[config.mk]
export PLATFORM = sky130hd
export DESIGN_NAME = ook_pulse_packet_receiver
export DESIGN_NICKNAME = d
export VERILOG_FILES = /design/src/sv/ookrx_pkg.sv /design/src/sv/ookrx_ctrl.sv /design/src/sv/ookrx_dp.sv /design/src/sv/ook_pulse_packet_receiver.sv
export SDC_FILE = /design/constraint.sdc
export NUM_CORES = 2
export LEC_CHECK = 0
export BUFFER_PORTS_ARGS = -buffer_cell sky130_fd_sc_hd__buf_2
export CELL_PAD_IN_SITES_DETAIL_PLACEMENT = 0
export CELL_PAD_IN_SITES_GLOBAL_PLACEMENT = 1
export CORE_UTILIZATION = 50
export DETAILED_ROUTE_END_ITERATION = 7
export MAX_ROUTING_LAYER = met4
export PLACE_DENSITY_LB_ADDON = 0.05
export SKIP_LAST_GASP = 1
export SLEW_MARGIN = 5
export SYNTH_ARGS = -nofsm -noshare
export SYNTH_HDL_FRONTEND = slang
export SYNTH_SLANG_ARGS = --single-unit
[constraint.sdc]
create_clock -name clk -period 17.97 [get_ports clk]
set_clock_uncertainty 0.1 [all_clocks]
set_input_delay 1.797 -clock clk [delete_from_list [all_inputs] [get_ports clk]]
set_output_delay 1.797 -clock clk [all_outputs]
set_load 0.01 [all_outputs]
[src/sv/ookrx_pkg.sv]
package ookrx_pkg;

	localparam int MAX_PAIRS = 8;
	localparam int MSG_LEN   = 10;
	localparam int PV_W      = $clog2(MAX_PAIRS + 1);
	localparam int IDX_W     = (MAX_PAIRS > 1) ? $clog2(MAX_PAIRS) : 1;

	localparam logic [7:0] CMD_OFF    = 8'hF6;
	localparam logic [7:0] CMD_ON     = 8'hEE;
	localparam logic [7:0] CMD_MOOD   = 8'hED;
	localparam logic [7:0] PAR_ALLOFF = 8'h7D;
	localparam logic [7:0] DEV_ALL    = 8'h6F;

	localparam logic [1:0] ACT_EDGE   = 2'd0;
	localparam logic [1:0] ACT_WINDOW = 2'd1;
	localparam logic [1:0] ACT_CLEAR  = 2'd2;

	localparam logic [1:0] PH_IDLE = 2'd0;
	localparam logic [1:0] PH_MSG  = 2'd1;
	localparam logic [1:0] PH_BYTE = 2'd2;
	localparam logic [1:0] PH_GET  = 2'd3;

	localparam logic [3:0] EV_SHORT_HI = 4'd2;
	localparam logic [3:0] EV_ONE      = 4'd3;
	localparam logic [3:0] EV_ZERO     = 4'd5;
	localparam logic [3:0] EV_START    = 4'd7;
	localparam logic [3:0] EV_ILLEGAL  = 4'd8;

	localparam logic [15:0] T_SHORT = 16'd120;
	localparam logic [15:0] T_MID   = 16'd500;
	localparam logic [15:0] T_LONG  = 16'd2000;
	localparam logic [15:0] T_GAP   = 16'd5000;
	localparam logic [31:0] MS_UNIT = 32'd100;

	localparam logic [1:0] REG_REPEATS = 2'd0;
	localparam logic [1:0] REG_TIMEOUT = 2'd1;
	localparam logic [1:0] REG_ENFORCE = 2'd2;
	localparam logic [1:0] REG_BASE    = 2'd3;

	typedef struct packed {
		logic load_in;
		logic decode;
		logic finish;
		logic add_write;
		logic pv_inc;
		logic pv_dec;
		logic scan_init;
		logic scan_all;
		logic scan_rd;
		logic scan_dec;
		logic sh_rd;
		logic sh_wr;
		logic rep_set;
		logic rep_val;
		logic out_load;
	} cmd_t;

	typedef struct packed {
		logic pkt_done;
		logic act;
		logic do_add;
		logic do_rem;
		logic pv_zero;
		logic pv_full;
		logic match;
		logic idx_zero;
		logic sh_more;
		logic all_dev;
		logic enforce;
	} sts_t;

	function automatic logic [3:0] classify(input logic level, input logic [15:0] dur);
		logic [3:0] ev;
		ev = {3'd0, level};
		if (dur < T_SHORT) begin
			ev = {3'd0, level};
		end else if (dur < T_MID) begin
			ev = 4'd2 + {3'd0, level};
		end else if (dur < T_LONG) begin
			ev = 4'd4 + {3'd0, level};
		end else if (dur > T_GAP) begin
			ev = 4'd6 + {3'd0, level};
		end else begin
			ev = EV_ILLEGAL;
		end
		return ev;
	endfunction

endpackage

[src/sv/ookrx_ctrl.sv]
module ookrx_ctrl (
	input  logic            clk,
	input  logic            arst_n,
	input  logic            s_tvalid,
	output logic            s_tready,
	output logic            m_tvalid,
	input  logic            m_tready,
	input  ookrx_pkg::sts_t sts,
	output ookrx_pkg::cmd_t cmd
);
	import ookrx_pkg::*;

	localparam logic [3:0] S_IDLE   = 4'd0;
	localparam logic [3:0] S_DECODE = 4'd1;
	localparam logic [3:0] S_FINISH = 4'd2;
	localparam logic [3:0] S_ROUTE  = 4'd3;
	localparam logic [3:0] S_ADD    = 4'd4;
	localparam logic [3:0] S_RD     = 4'd5;
	localparam logic [3:0] S_CMP    = 4'd6;
	localparam logic [3:0] S_SH_RD  = 4'd7;
	localparam logic [3:0] S_SH_WR  = 4'd8;
	localparam logic [3:0] S_REPORT = 4'd9;
	localparam logic [3:0] S_OUT    = 4'd10;

	localparam logic [1:0] P_ADD = 2'd0;
	localparam logic [1:0] P_REM = 2'd1;
	localparam logic [1:0] P_REP = 2'd2;

	logic [3:0] state_q, state_d;
	logic [1:0] purpose_q, purpose_d;
	logic       mvalid_q, mvalid_d;

	always_comb begin
		state_d   = state_q;
		purpose_d = purpose_q;
		mvalid_d  = mvalid_q;
		cmd       = '0;
		s_tready  = 1'b0;
		if (mvalid_q && m_tready) begin
			mvalid_d = 1'b0;
		end
		unique case (state_q)
			S_IDLE: begin
				s_tready = 1'b1;
				if (s_tvalid) begin
					cmd.load_in = 1'b1;
					state_d     = S_DECODE;
				end
			end
			S_DECODE: begin
				cmd.decode = 1'b1;
				state_d    = sts.pkt_done ? S_FINISH : S_OUT;
			end
			S_FINISH: begin
				cmd.finish = 1'b1;
				state_d    = S_ROUTE;
			end
			S_ROUTE: begin
				if (!sts.act) begin
					state_d = S_OUT;
				end else if (sts.do_add) begin
					state_d = sts.pv_full ? S_REPORT : S_ADD;
				end else if (sts.do_rem && !sts.pv_zero) begin
					cmd.scan_init = 1'b1;
					purpose_d     = P_REM;
					state_d       = S_RD;
				end else begin
					state_d = S_REPORT;
				end
			end
			S_ADD: begin
				cmd.add_write = 1'b1;
				if (sts.pv_zero) begin
					cmd.pv_inc = 1'b1;
					state_d    = S_REPORT;
				end else begin
					cmd.scan_init = 1'b1;
					purpose_d     = P_ADD;
					state_d       = S_RD;
				end
			end
			S_RD: begin
				cmd.scan_rd = 1'b1;
				state_d     = S_CMP;
			end
			S_CMP: begin
				if (sts.match) begin
					unique case (purpose_q)
						P_ADD:   state_d = S_REPORT;
						P_REM:   state_d = S_SH_RD;
						default: begin
							cmd.rep_set = 1'b1;
							cmd.rep_val = 1'b1;
							state_d     = S_OUT;
						end
					endcase
				end else if (sts.idx_zero) begin
					unique case (purpose_q)
						P_ADD: begin
							cmd.pv_inc = 1'b1;
							state_d    = S_REPORT;
						end
						P_REM:   state_d = S_REPORT;
						default: begin
							cmd.rep_set = 1'b1;
							state_d     = S_OUT;
						end
					endcase
				end else begin
					cmd.scan_dec = 1'b1;
					state_d      = S_RD;
				end
			end
			S_SH_RD: begin
				if (sts.sh_more) begin
					cmd.sh_rd = 1'b1;
					state_d   = S_SH_WR;
				end else begin
					cmd.pv_dec = 1'b1;
					state_d    = S_REPORT;
				end
			end
			S_SH_WR: begin
				cmd.sh_wr = 1'b1;
				state_d   = S_SH_RD;
			end
			S_REPORT: begin
				if (sts.pv_zero) begin
					cmd.rep_set = 1'b1;
					cmd.rep_val = !sts.enforce;
					state_d     = S_OUT;
				end else begin
					cmd.scan_init = 1'b1;
					cmd.scan_all  = sts.all_dev;
					purpose_d     = P_REP;
					state_d       = S_RD;
				end
			end
			S_OUT: begin
				if (!mvalid_q || m_tready) begin
					cmd.out_load = 1'b1;
					mvalid_d     = 1'b1;
					state_d      = S_IDLE;
				end
			end
			default: state_d = S_IDLE;
		endcase
	end

	always_ff @(posedge clk or negedge arst_n) begin
		if (!arst_n) begin
			state_q   <= S_IDLE;
			purpose_q <= P_ADD;
			mvalid_q  <= 1'b0;
		end else begin
			state_q   <= state_d;
			purpose_q <= purpose_d;
			mvalid_q  <= mvalid_d;
		end
	end

	assign m_tvalid = mvalid_q;

endmodule

[src/sv/ookrx_dp.sv]
module ookrx_dp (
	input  logic            clk,
	input  logic            arst_n,
	input  logic [1:0]      s_tuser,
	input  logic [63:0]     s_tdata,
	output logic [87:0]     m_tdata,
	input  logic            psel,
	input  logic            penable,
	input  logic            pwrite,
	input  logic [3:0]      paddr,
	input  logic [31:0]     pwdata,
	output logic [31:0]     prdata,
	input  ookrx_pkg::cmd_t cmd,
	output ookrx_pkg::sts_t sts
);
	import ookrx_pkg::*;

	logic [7:0] repeats_q, timeout_q;
	logic       enforce_q, base_q;

	logic [1:0]  action_q;
	logic        level_q;
	logic [15:0] dur_q;
	logic [31:0] now_q;
	logic [7:0]  win_q;

	logic [1:0]                  phase_q;
	logic [3:0]                  bitc_q, bytec_q;
	logic [MSG_LEN-1:0][7:0]     rx_q, last_q;
	logic [7:0]                  repc_q;
	logic [31:0]                 lpt_q, pst_q;
	logic [7:0]                  pwl_q;
	logic [PV_W-1:0]             pv_q;
	logic [IDX_W-1:0]            idx_q;
	logic                        scan_all_q;
	logic [63:0]                 rdata_q;
	logic                        done_q, rep_q, act_q, do_add_q, do_rem_q;
	logic [87:0]                 out_q;
	logic [63:0]                 mem [MAX_PAIRS];

	always_ff @(posedge clk or negedge arst_n) begin
		if (!arst_n) begin
			repeats_q <= 8'd2;
			timeout_q <= 8'd20;
			enforce_q <= 1'b0;
			base_q    <= 1'b0;
		end else if (psel && penable && pwrite) begin
			unique case (paddr[3:2])
				REG_REPEATS: repeats_q <= pwdata[7:0];
				REG_TIMEOUT: timeout_q <= pwdata[7:0];
				REG_ENFORCE: enforce_q <= pwdata[0];
				default:     base_q    <= pwdata[0];
			endcase
		end
	end

	always_comb begin
		unique case (paddr[3:2])
			REG_REPEATS: prdata = {24'd0, repeats_q};
			REG_TIMEOUT: prdata = {24'd0, timeout_q};
			REG_ENFORCE: prdata = {31'd0, enforce_q};
			default:     prdata = {31'd0, base_q};
		endcase
	end

	always_ff @(posedge clk) begin
		if (cmd.load_in) begin
			action_q <= s_tuser;
			level_q  <= s_tdata[0];
			dur_q    <= s_tdata[16:1];
			now_q    <= s_tdata[48:17];
			win_q    <= s_tdata[56:49];
		end
	end

	logic [3:0] ev, bi, bitc_n, bitc_d, bytec_d;
	logic [1:0] phase_d;
	logic [7:0] cur, byte_d;
	logic       byte_wr, pkt_done;

	always_comb begin
		ev       = classify(level_q, dur_q);
		bi       = (bytec_q < 4'(MSG_LEN)) ? bytec_q : 4'd0;
		cur      = rx_q[bi];
		phase_d  = phase_q;
		bitc_n   = bitc_q;
		bitc_d   = bitc_q;
		bytec_d  = bytec_q;
		byte_d   = cur;
		byte_wr  = 1'b0;
		pkt_done = 1'b0;
		unique case (phase_q)
			PH_IDLE: begin
				if (ev == EV_START) phase_d = PH_MSG;
			end
			PH_MSG: begin
				if (ev == EV_ONE) begin
					bytec_d = 4'd0;
					phase_d = PH_BYTE;
				end else if (ev != EV_SHORT_HI) begin
					phase_d = PH_IDLE;
				end
			end
			PH_BYTE: begin
				if (ev == EV_ONE) begin
					phase_d = PH_GET;
					bitc_d  = 4'd0;
				end else if (ev == EV_ZERO) begin
					phase_d = PH_GET;
					bitc_d  = 4'd1;
					byte_d  = 8'd0;
					byte_wr = 1'b1;
				end else if (ev != EV_SHORT_HI) begin
					phase_d = PH_IDLE;
				end
			end
			default: begin
				if (ev == EV_ONE) begin
					byte_d  = {cur[6:0], 1'b1};
					byte_wr = 1'b1;
					bitc_n  = bitc_q + 4'd1;
				end else if (ev == EV_ZERO) begin
					byte_d  = {cur[5:0], 2'b10};
					byte_wr = 1'b1;
					bitc_n  = bitc_q + 4'd2;
				end else if (ev != EV_SHORT_HI) begin
					phase_d = PH_IDLE;
				end
				bitc_d = bitc_n;
				if (bitc_n >= 4'd8) begin
					bytec_d = bi + 4'd1;
					bitc_d  = 4'd0;
					if (bi + 4'd1 >= 4'(MSG_LEN)) begin
						pkt_done = 1'b1;
						phase_d  = PH_IDLE;
					end else begin
						phase_d = PH_BYTE;
					end
				end
			end
		endcase
	end

	logic        edge_act, same, expired, win_ok, pass, all_dev, match;
	logic [31:0] rep_lim, win_lim, age, pair_age;
	logic [7:0]  repc_d, mask;

	always_comb begin
		edge_act = (action_q == ACT_EDGE);
		same     = (rx_q == last_q);
		age      = now_q - lpt_q;
		pair_age = now_q - pst_q;
		rep_lim  = (32'(timeout_q) + 32'd1) * MS_UNIT;
		win_lim  = (32'(pwl_q) + 32'd1) * MS_UNIT;
		expired  = (age >= rep_lim);
		win_ok   = (pwl_q != 8'd0) && (pair_age < win_lim);
		if (repeats_q == 8'd0) begin
			repc_d = 8'd0;
		end else if (expired || !same) begin
			repc_d = 8'd1;
		end else begin
			repc_d = repc_q + 8'd1;
		end
		pass    = (repeats_q == 8'd0) || (repc_d == repeats_q);
		all_dev = (last_q[3] == CMD_MOOD && last_q[2] == DEV_ALL) ||
		          (last_q[3] == CMD_OFF && last_q[0] == PAR_ALLOFF);
		if (base_q) begin
			mask = 8'b0111_1100;
		end else begin
			mask = scan_all_q ? 8'b1111_1100 : 8'b1111_1101;
		end
		match = 1'b1;
		for (int j = 0; j < 8; j++) begin
			if (mask[j] && rdata_q[8*j +: 8] != last_q[2+j]) match = 1'b0;
		end
	end

	always_ff @(posedge clk or negedge arst_n) begin
		if (!arst_n) begin
			phase_q    <= PH_IDLE;
			bitc_q     <= 4'd0;
			bytec_q    <= 4'd0;
			rx_q       <= '0;
			last_q     <= '0;
			repc_q     <= 8'd0;
			lpt_q      <= 32'd0;
			pst_q      <= 32'd0;
			pwl_q      <= 8'd0;
			pv_q       <= '0;
			idx_q      <= '0;
			scan_all_q <= 1'b0;
			done_q     <= 1'b0;
			rep_q      <= 1'b0;
			act_q      <= 1'b0;
			do_add_q   <= 1'b0;
			do_rem_q   <= 1'b0;
		end else begin
			if (cmd.decode) begin
				done_q <= edge_act && pkt_done;
				rep_q  <= 1'b0;
				if (edge_act) begin
					phase_q <= phase_d;
					bitc_q  <= bitc_d;
					bytec_q <= bytec_d;
					if (byte_wr) rx_q[bi] <= byte_d;
				end else if (action_q == ACT_WINDOW) begin
					pwl_q <= win_q;
					pst_q <= now_q;
				end else if (action_q == ACT_CLEAR) begin
					pv_q <= '0;
				end
			end
			if (cmd.finish) begin
				repc_q   <= repc_d;
				lpt_q    <= now_q;
				last_q   <= rx_q;
				act_q    <= pass;
				do_add_q <= pass && win_ok && rx_q[3] == CMD_ON;
				do_rem_q <= pass && win_ok && rx_q[3] == CMD_OFF;
				if (pass) pwl_q <= 8'd0;
			end
			if (cmd.pv_inc) pv_q <= pv_q + PV_W'(1);
			if (cmd.pv_dec) pv_q <= pv_q - PV_W'(1);
			if (cmd.scan_init) begin
				idx_q      <= IDX_W'(pv_q - PV_W'(1));
				scan_all_q <= cmd.scan_all;
			end
			if (cmd.scan_dec) idx_q <= idx_q - IDX_W'(1);
			if (cmd.sh_wr) idx_q <= idx_q + IDX_W'(1);
			if (cmd.rep_set) rep_q <= cmd.rep_val;
		end
	end

	always_ff @(posedge clk) begin
		if (cmd.add_write) begin
			mem[IDX_W'(pv_q)] <= last_q[9:2];
		end else if (cmd.sh_wr) begin
			mem[idx_q] <= rdata_q;
		end
		if (cmd.scan_rd) begin
			rdata_q <= mem[idx_q];
		end else if (cmd.sh_rd) begin
			rdata_q <= mem[idx_q + IDX_W'(1)];
		end
	end

	logic [31:0] pv32;
	logic [63:0] head;

	assign pv32 = 32'(pv_q);
	assign head = {last_q[0], last_q[1], last_q[2], last_q[3],
	               last_q[4], last_q[5], last_q[6], last_q[7]};

	always_ff @(posedge clk) begin
		if (cmd.out_load) begin
			out_q <= {2'd0, pv32[3:0], last_q[8], last_q[9], head, rep_q, done_q};
		end
	end

	assign m_tdata = out_q;

	assign sts.pkt_done = edge_act && pkt_done;
	assign sts.act      = act_q;
	assign sts.do_add   = do_add_q;
	assign sts.do_rem   = do_rem_q;
	assign sts.pv_zero  = (pv_q == '0);
	assign sts.pv_full  = (pv32 >= 32'(MAX_PAIRS));
	assign sts.match    = match;
	assign sts.idx_zero = (idx_q == '0);
	assign sts.sh_more  = (32'(idx_q) + 32'd1) < pv32;
	assign sts.all_dev  = all_dev;
	assign sts.enforce  = enforce_q;

endmodule

[src/sv/ook_pulse_packet_receiver.sv]
// Channel   Direction  Contents
// s_*       in         request: tuser action, tdata level, duration_us, time_ms, pair_window
// m_*       out        result: packet_done, reported, msg_head, msg_tail, pair_count
// APB       in/out     four configuration registers at byte addresses 0, 4, 8 and 12
//
// An edge that completes no packet goes from acceptance through the decode state to the output state.
// A completed packet also passes the finish and route states and may scan or shift the pairing
// table entry by entry; the table has one read port.
// Reset clears all control state at once; the pairing table needs no clearing pass.
// A new request is taken as soon as the previous result is in the output register.
module ook_pulse_packet_receiver (
	input  logic        clk,
	input  logic        arst_n,
	input  logic        s_tvalid,
	output logic        s_tready,
	input  logic [1:0]  s_tuser,  // action
	input  logic [63:0] s_tdata,  // level, duration_us, time_ms, pair_window, zero fill
	output logic        m_tvalid,
	input  logic        m_tready,
	output logic [87:0] m_tdata,  // packet_done, reported, msg_head, msg_tail, pair_count, zero fill
	input  logic        psel,
	input  logic        penable,
	input  logic        pwrite,
	input  logic [3:0]  paddr,
	input  logic [31:0] pwdata,
	output logic [31:0] prdata,
	output logic        pready
);
	import ookrx_pkg::*;

	cmd_t cmd;
	sts_t sts;

	assign pready = 1'b1;

	ookrx_ctrl u_ctrl (
		.clk      (clk),
		.arst_n   (arst_n),
		.s_tvalid (s_tvalid),
		.s_tready (s_tready),
		.m_tvalid (m_tvalid),
		.m_tready (m_tready),
		.sts      (sts),
		.cmd      (cmd)
	);

	ookrx_dp u_dp (
		.clk     (clk),
		.arst_n  (arst_n),
		.s_tuser (s_tuser),
		.s_tdata (s_tdata),
		.m_tdata (m_tdata),
		.psel    (psel),
		.penable (penable),
		.pwrite  (pwrite),
		.paddr   (paddr),
		.pwdata  (pwdata),
		.prdata  (prdata),
		.cmd     (cmd),
		.sts     (sts)
	);

endmodule

* After elaboration in Yosys (flattened, before gate mapping)
Memory sizes are Yosys's and may differ from the RTL's.
Cells that the tools add are included.
** Storage, ports and cells
- Output and inout bits :: 123
- Logic and storage cells :: 339
- Bits of input ports :: 109
- Memory bits (read-only) :: 0
- Bits in writable memories :: 512
- Bits in latches :: 0
- Memories :: 1
- Register bits after elaboration :: 497
** Memory list
- u_dp.mem :: words 8, width 64, rd ports 2, clocked after Yosys merged registers in 0, write ports 1, RTL line ookrx_dp.sv:39 : logic [63:0] mem [MAX_PAIRS];
** Operators by class
- Shifts and indexed selects :: 0
- Muxes and demuxes :: 141
- Reductions and logical operators :: 62
- Div/mod/pow operators :: 0
- Bitwise operators :: 4
- Multiply operators :: 2
- Magnitude comparators :: 13
- Eq/ne operators :: 51
- Add/subtract/negate cells :: 16
** Operators with widths (count)
- 64-bit two-way mux :: 3
- 4-bit two-way mux :: 30
- 8-bit two-way mux :: 14
- 80-bit bitwise mux :: 1
- 80-bit equality test :: 1
- 32-bit by 5-bit multiplier with 30-bit output, second input constant :: 2
- 8-bit != test :: 8
- 64-bit OR reduction :: 1
- 32-bit subtractor :: 2
- 1-bit two-way mux :: 57
- 4-bit case mux with 11 select lines :: 1
- 2-bit two-way mux :: 18
- 8-bit binary-select mux with 4-bit select :: 1
- 8-bit demux with 4-bit select :: 1
- 8-bit equality test, second input constant :: 4
- 32-bit >= comparator :: 1
- 32-bit < comparator :: 1
- 32-bit by 4-bit < comparator with 1-bit output :: 1
- 4-bit by 3-bit equality test with 1-bit output, second input constant :: 6
- 4-bit case mux with 2 select lines :: 3
- 8-bit case mux with 3 select lines :: 1
- 1-bit logical AND :: 20
- 8-bit by 1-bit adder with 9-bit output, second input constant :: 2
- 8-bit by 7-bit equality test with 1-bit output, second input constant :: 2
- 52 further kinds :: 108

* Depth between registers and ports, before layout
- Depth in word-level cells :: 15
- Mapped depth :: 30

* By module
A second synthesis with hierarchy kept.
** Second synthesis, totals
- Cells, all modules :: 3582
- Area, all modules :: 48396.4 µm²
** Modules (own cells, without submodules)
- ookrx_dp :: cells an instance 3487, seq. area each 26524.2 µm², area each 47688.2 µm², instances 1
- ookrx_ctrl :: cells an instance 93, seq. area each 175.2 µm², area each 696.9 µm², instances 1
- ook_pulse_packet_receiver :: cells an instance 2, seq. area each 0.0 µm², area each 11.3 µm², instances 1

* Worst setup path after synthesis
No wires, ideal clock.
- Path kind :: input port to flip-flop
- From :: input port m_tready
- To :: register u_dp.out_q[0] (netlist: u_dp.m_tdata[0]), enable pin
- Required time :: 17234 ps
- Path slack :: 9564 ps
- Path buffers :: 0
- Arrival :: 7670 ps
- Library setup time :: 636 ps
- Stages :: 2
- Path through :: nor2b_1 nor3_1
** RTL lines
- start, declared :: RTL line ook_pulse_packet_receiver.sv:19 : input logic m_tready,
- end signal, assigned :: RTL line ookrx_dp.sv:256 : out_q <= {2'd0, pv32[3:0], last_q[8], last_q[9], head, rep_q, done_q};
- end, declared :: RTL line ookrx_dp.sv:38 : logic [87:0] out_q;

* Final worst setup path
- From :: register u_dp.timeout_q[1]
- To :: register u_dp.pwl_q[2]
** On the way
- Longest elaborated chain between the ends :: 10
** RTL lines
- start, declared :: RTL line ookrx_dp.sv:18 : logic [7:0] repeats_q, timeout_q;
- start signal, assigned :: RTL line ookrx_dp.sv:50 : REG_TIMEOUT: timeout_q <= pwdata[7:0];
- 8-bit by 1-bit adder with 9-bit output :: RTL line ookrx_dp.sv:153 : rep_lim = (32'(timeout_q) + 32'd1) * MS_UNIT;
- 32-bit by 5-bit multiplier with 30-bit output :: RTL line ookrx_dp.sv:153
- 32-bit >= comparator :: RTL line ookrx_dp.sv:155 : expired = (age >= rep_lim);
- 1-bit logical OR :: RTL line ookrx_dp.sv:159 : end else if (expired || !same) begin
- 8-bit two-way mux :: RTL line ookrx_dp.sv:159
- 8-bit two-way mux :: RTL line ookrx_dp.sv:157 : if (repeats_q == 8'd0) begin
- 8-bit equality test :: RTL line ookrx_dp.sv:164 : pass = (repeats_q == 8'd0) || (repc_d == repeats_q);
- 1-bit logical OR :: RTL line ookrx_dp.sv:164
- 8-bit two-way mux :: RTL line ookrx_dp.sv:220 : if (pass) pwl_q <= 8'd0;
- 8-bit two-way mux :: RTL line ookrx_dp.sv:213 : if (cmd.finish) begin
- end signal, assigned :: RTL line ookrx_dp.sv:207 : pwl_q <= win_q;
- end, declared :: RTL line ookrx_dp.sv:32 : logic [7:0] pwl_q;
Every way passes these cells.
A chain may end at the register's enable or synchronous reset.

==> flow_summary.json <==
{
  "ir_drop_uv": 120.3,
  "max_clock_freq_mhz": 144.5,
  "clockBufferDepth": 3,
  "antenna_found_initial": 9,
  "r2r_setup_slack_ns": 11.05,
  "via_per_inst": 6.082,
  "root_buffer": "clkbuf_16",
  "vias": 31990,
  "port_buffers": 171,
  "crit_buf_inv": 3,
  "endpoint_kind": "flop",
  "maxCapViolCount": 0,
  "multi_input_area_sq_um": 20240,
  "status": "finished, final reports clean",
  "post_cts_buffers": 0,
  "die_w_microns": 312.5,
  "start_util_pct": 50.58,
  "synth_cell_types": 81,
  "htreeDepth": 3,
  "grt_pass1_vias": 32220,
  "critical_path.max_fanout": 8,
  "synth.most_common_cell": "edfxtp_1",
  "syn2layout_area_growth_pct": 11.72,
  "grt_overflow": 0,
  "register_area_sq_um": 26710,
  "slowest_delay_ns": 0.78,
  "crit_family": "adder cells",
  "grt_setup_unrepaired": "false",
  "synth.cells.most_frequent": "edfxtp_1 (649), nand2_1 (535), dfrtp_1 (285)",
  "yosysWarnings": 0,
  "ios": 232,
  "seq_area_frac_synth_pct": 55.39,
  "detailed_place_hpwl_microns": 91010,
  "place.gp.congestion": 0.9120,
  "syn_area_per_cell_sq_um": 12.85,
  "rr_startpoint": "u_dp.timeout_q[1]",
  "finalSetupTns_ns": 0,
  "cts_tree": "built",
  "synth-edff-count": 649,
  "worstHoldPathType": "flop to flop",
  "nets": 4195,
  "r2r_cells": 27,
  "min_path_cells": 0,
  "dr.pass1.iters": 6,
  "setup_violations": 0,
  "arrival_ns": 7.35,
  "routed_wl_microns": 135300,
  "synth_cells": 3750,
  "hold_viol_final": 0,
  "grt_pass1_wl_microns": 204900,
  "min-delay-start": "u_dp.done_q",
  "drive_above_1_share_pct": 20.15,
  "clk_latency_ns": 0.70,
  "drc": 0,
  "synth-seq-cells": 937,
  "worst_slew_pin_slew_ns": 1.442,
  "maxSlewViolCount": 0,
  "die_area_sq_um": 97650,
  "power_leakage_nw": 21.06,
  "period_needed_ns": 6.922,
  "synth_top_cell_by_area": "edfxtp_1",
  "total_power_w": 0.008800,
  "cellPowerDensity_nw_per_um2": 163.4,
  "slowest_stage": "mux2i_1",
  "core-area_sq_um": 95290,
  "critPathLaunch": "u_dp.timeout_q[1]",
  "cts.sinks": 937,
  "post-route-period-util_pct": 38.52,
  "worstPathRequired_ns": 18.40,
  "slew_headroom_pct": 3.502,
  "cts_resized": 0,
  "netlist_area_sq_um": 48200,
  "critPathKind": "flop to flop",
  "wl_per_cell_microns": 25.73,
  "crit_cells": 27,
  "final.fill_count": 7833,
  "start_kind": "flop",
  "cts_buffers": 100,
  "ant_nets": 0,
  "yosys.area.top_type_share_pct": 40.43,
  "ys_top_cells_by_area": "edfxtp_1 (40%), dfrtp_1 (15%), mux4_2 (11%)",
  "cts_hold_buf": 0,
  "async_flop_share_pct": 30.74,
  "clk_pin_slew_ns": 0.06,
  "grt_max_degree": 83,
  "grtUsageTotal_pct": 28.87,
  "die_y_microns": 312.5,
  "fp-row-count": 113,
  "ys.flop_type": "edfxtp_1",
  "drt_iter0_markers": 2795
}
==> cells by family after synthesis <==
family | share of synthesized area [%]
flip-flops | 55.39
XOR/XNOR | 3.888
AND/OR/NAND/NOR | 9.674
multiplexers | 14.72
AO/OA/AOI/OAI | 8.330
adder cells (fa/ha/maj) | 4.885
other | 0.01558
buffers and inverters | 3.097
==> area by class of cell <==
cell class | instances | area share (%)
antenna | 5 | 0.02323
sequential | 937 | 49.59
multi-input combinational | 2472 | 37.58
clock buffer | 140 | 5.302
clock inverter | 48 | 1.041
inverter | 170 | 1.185
timing repair buffer | 223 | 2.333
tap | 1265 | 2.939
==> routing by layer <==
| metal | global-route usage [%] | part of all wire [%] |
|---|---|---|
| met5 | - | 0 |
| met1 | 38.74 | 43 |
| met4 | 8.836 | 2.9 |
| met2 | 46.30 | 49 |
| met3 | 3.424 | 5.5 |
==> state kept, by name, indices dropped and copies added, names as in the netlist, 3 cells and up <==
| signal | flops |
|---|---|
| u_dp.bytec_q | 4 |
| u_dp.lpt_q | 32 |
| u_dp.pwl_q | 8 |
| u_dp.last_q | 16 |
| u_dp.now_q | 32 |
| u_dp.mem | 448 |
| u_dp.pst_q | 32 |
| u_dp.dur_q | 16 |
| u_dp.bitc_q | 4 |
| u_dp.rx_q | 80 |
| u_dp.pv_q | 4 |
| u_dp.repeats_q | 8 |
| u_dp.head | 64 |
| u_dp.timeout_q | 8 |
| u_dp.m_tdata | 86 |
| u_dp.rdata_q | 56 |
| u_dp.idx_q | 3 |
| u_ctrl.state_q | 4 |
| u_dp.repc_q | 8 |
| u_dp.win_q | 8 |
==> through the flow <==
step / utilization, % / std cells / hold WS [ns] / worst slack, ns / area [sq um]
global route: 56.51 / 5258 / 0.3893 / 10.40 / 53850
detailed placement: 52.92 / 5067 / 0.3527 / 11.10 / 50430
global placement: 52.92 / 5067 / 0.3364 / 11.22 / 50430
floorplan: - / 3775 / 0.3231 / 9.564 / 48300
finish: 56.51 / 5260 / 0.3592 / 11.05 / 53850
CTS: 56.50 / 5255 / 0.3631 / 11.03 / 53840
==> report_power, final <==
group	switching (W)	internal, W	leakage, nW	total (W)
registers	0.000217	0.00266	9.89	0.00287
logic	0.00211	0.00168	9.49	0.00379
clock network	0.000880	0.00126	1.68	0.00214
==> cell usage in the layout (no fill, tap or decap), drive strengths merged, types with 30 or more instances in the layout <==
| cell type | instances |
|---|---|
| a31oi | 75 |
| mux4 | 225 |
| nand2 | 540 |
| nand4 | 45 |
| nor2b | 76 |
| buf | 223 |
| clkbuf | 140 |
| nor2 | 125 |
| o22ai | 30 |
| nand3 | 60 |
| a211oi | 71 |
| inv | 174 |
| clkinv | 33 |
| dfrtp | 285 |
| nor3 | 46 |
| xnor2 | 115 |
| edfxtp | 649 |
| xor2 | 99 |
| o21ai | 157 |
| a21oi | 114 |
| ha | 173 |
| mux2 | 157 |
==> final timing paths <==
check,endpoint
max,u_dp.pwl_q[2]
min,u_dp.m_tdata[0]
max reg2reg,u_dp.pwl_q[2]
min reg2reg,u_dp.m_tdata[0]
max in group asynchronous,u_dp.rx_q[19]
min in group asynchronous,u_dp.pst_q[11]
Note: power is estimated with default switching activity, not from simulation.
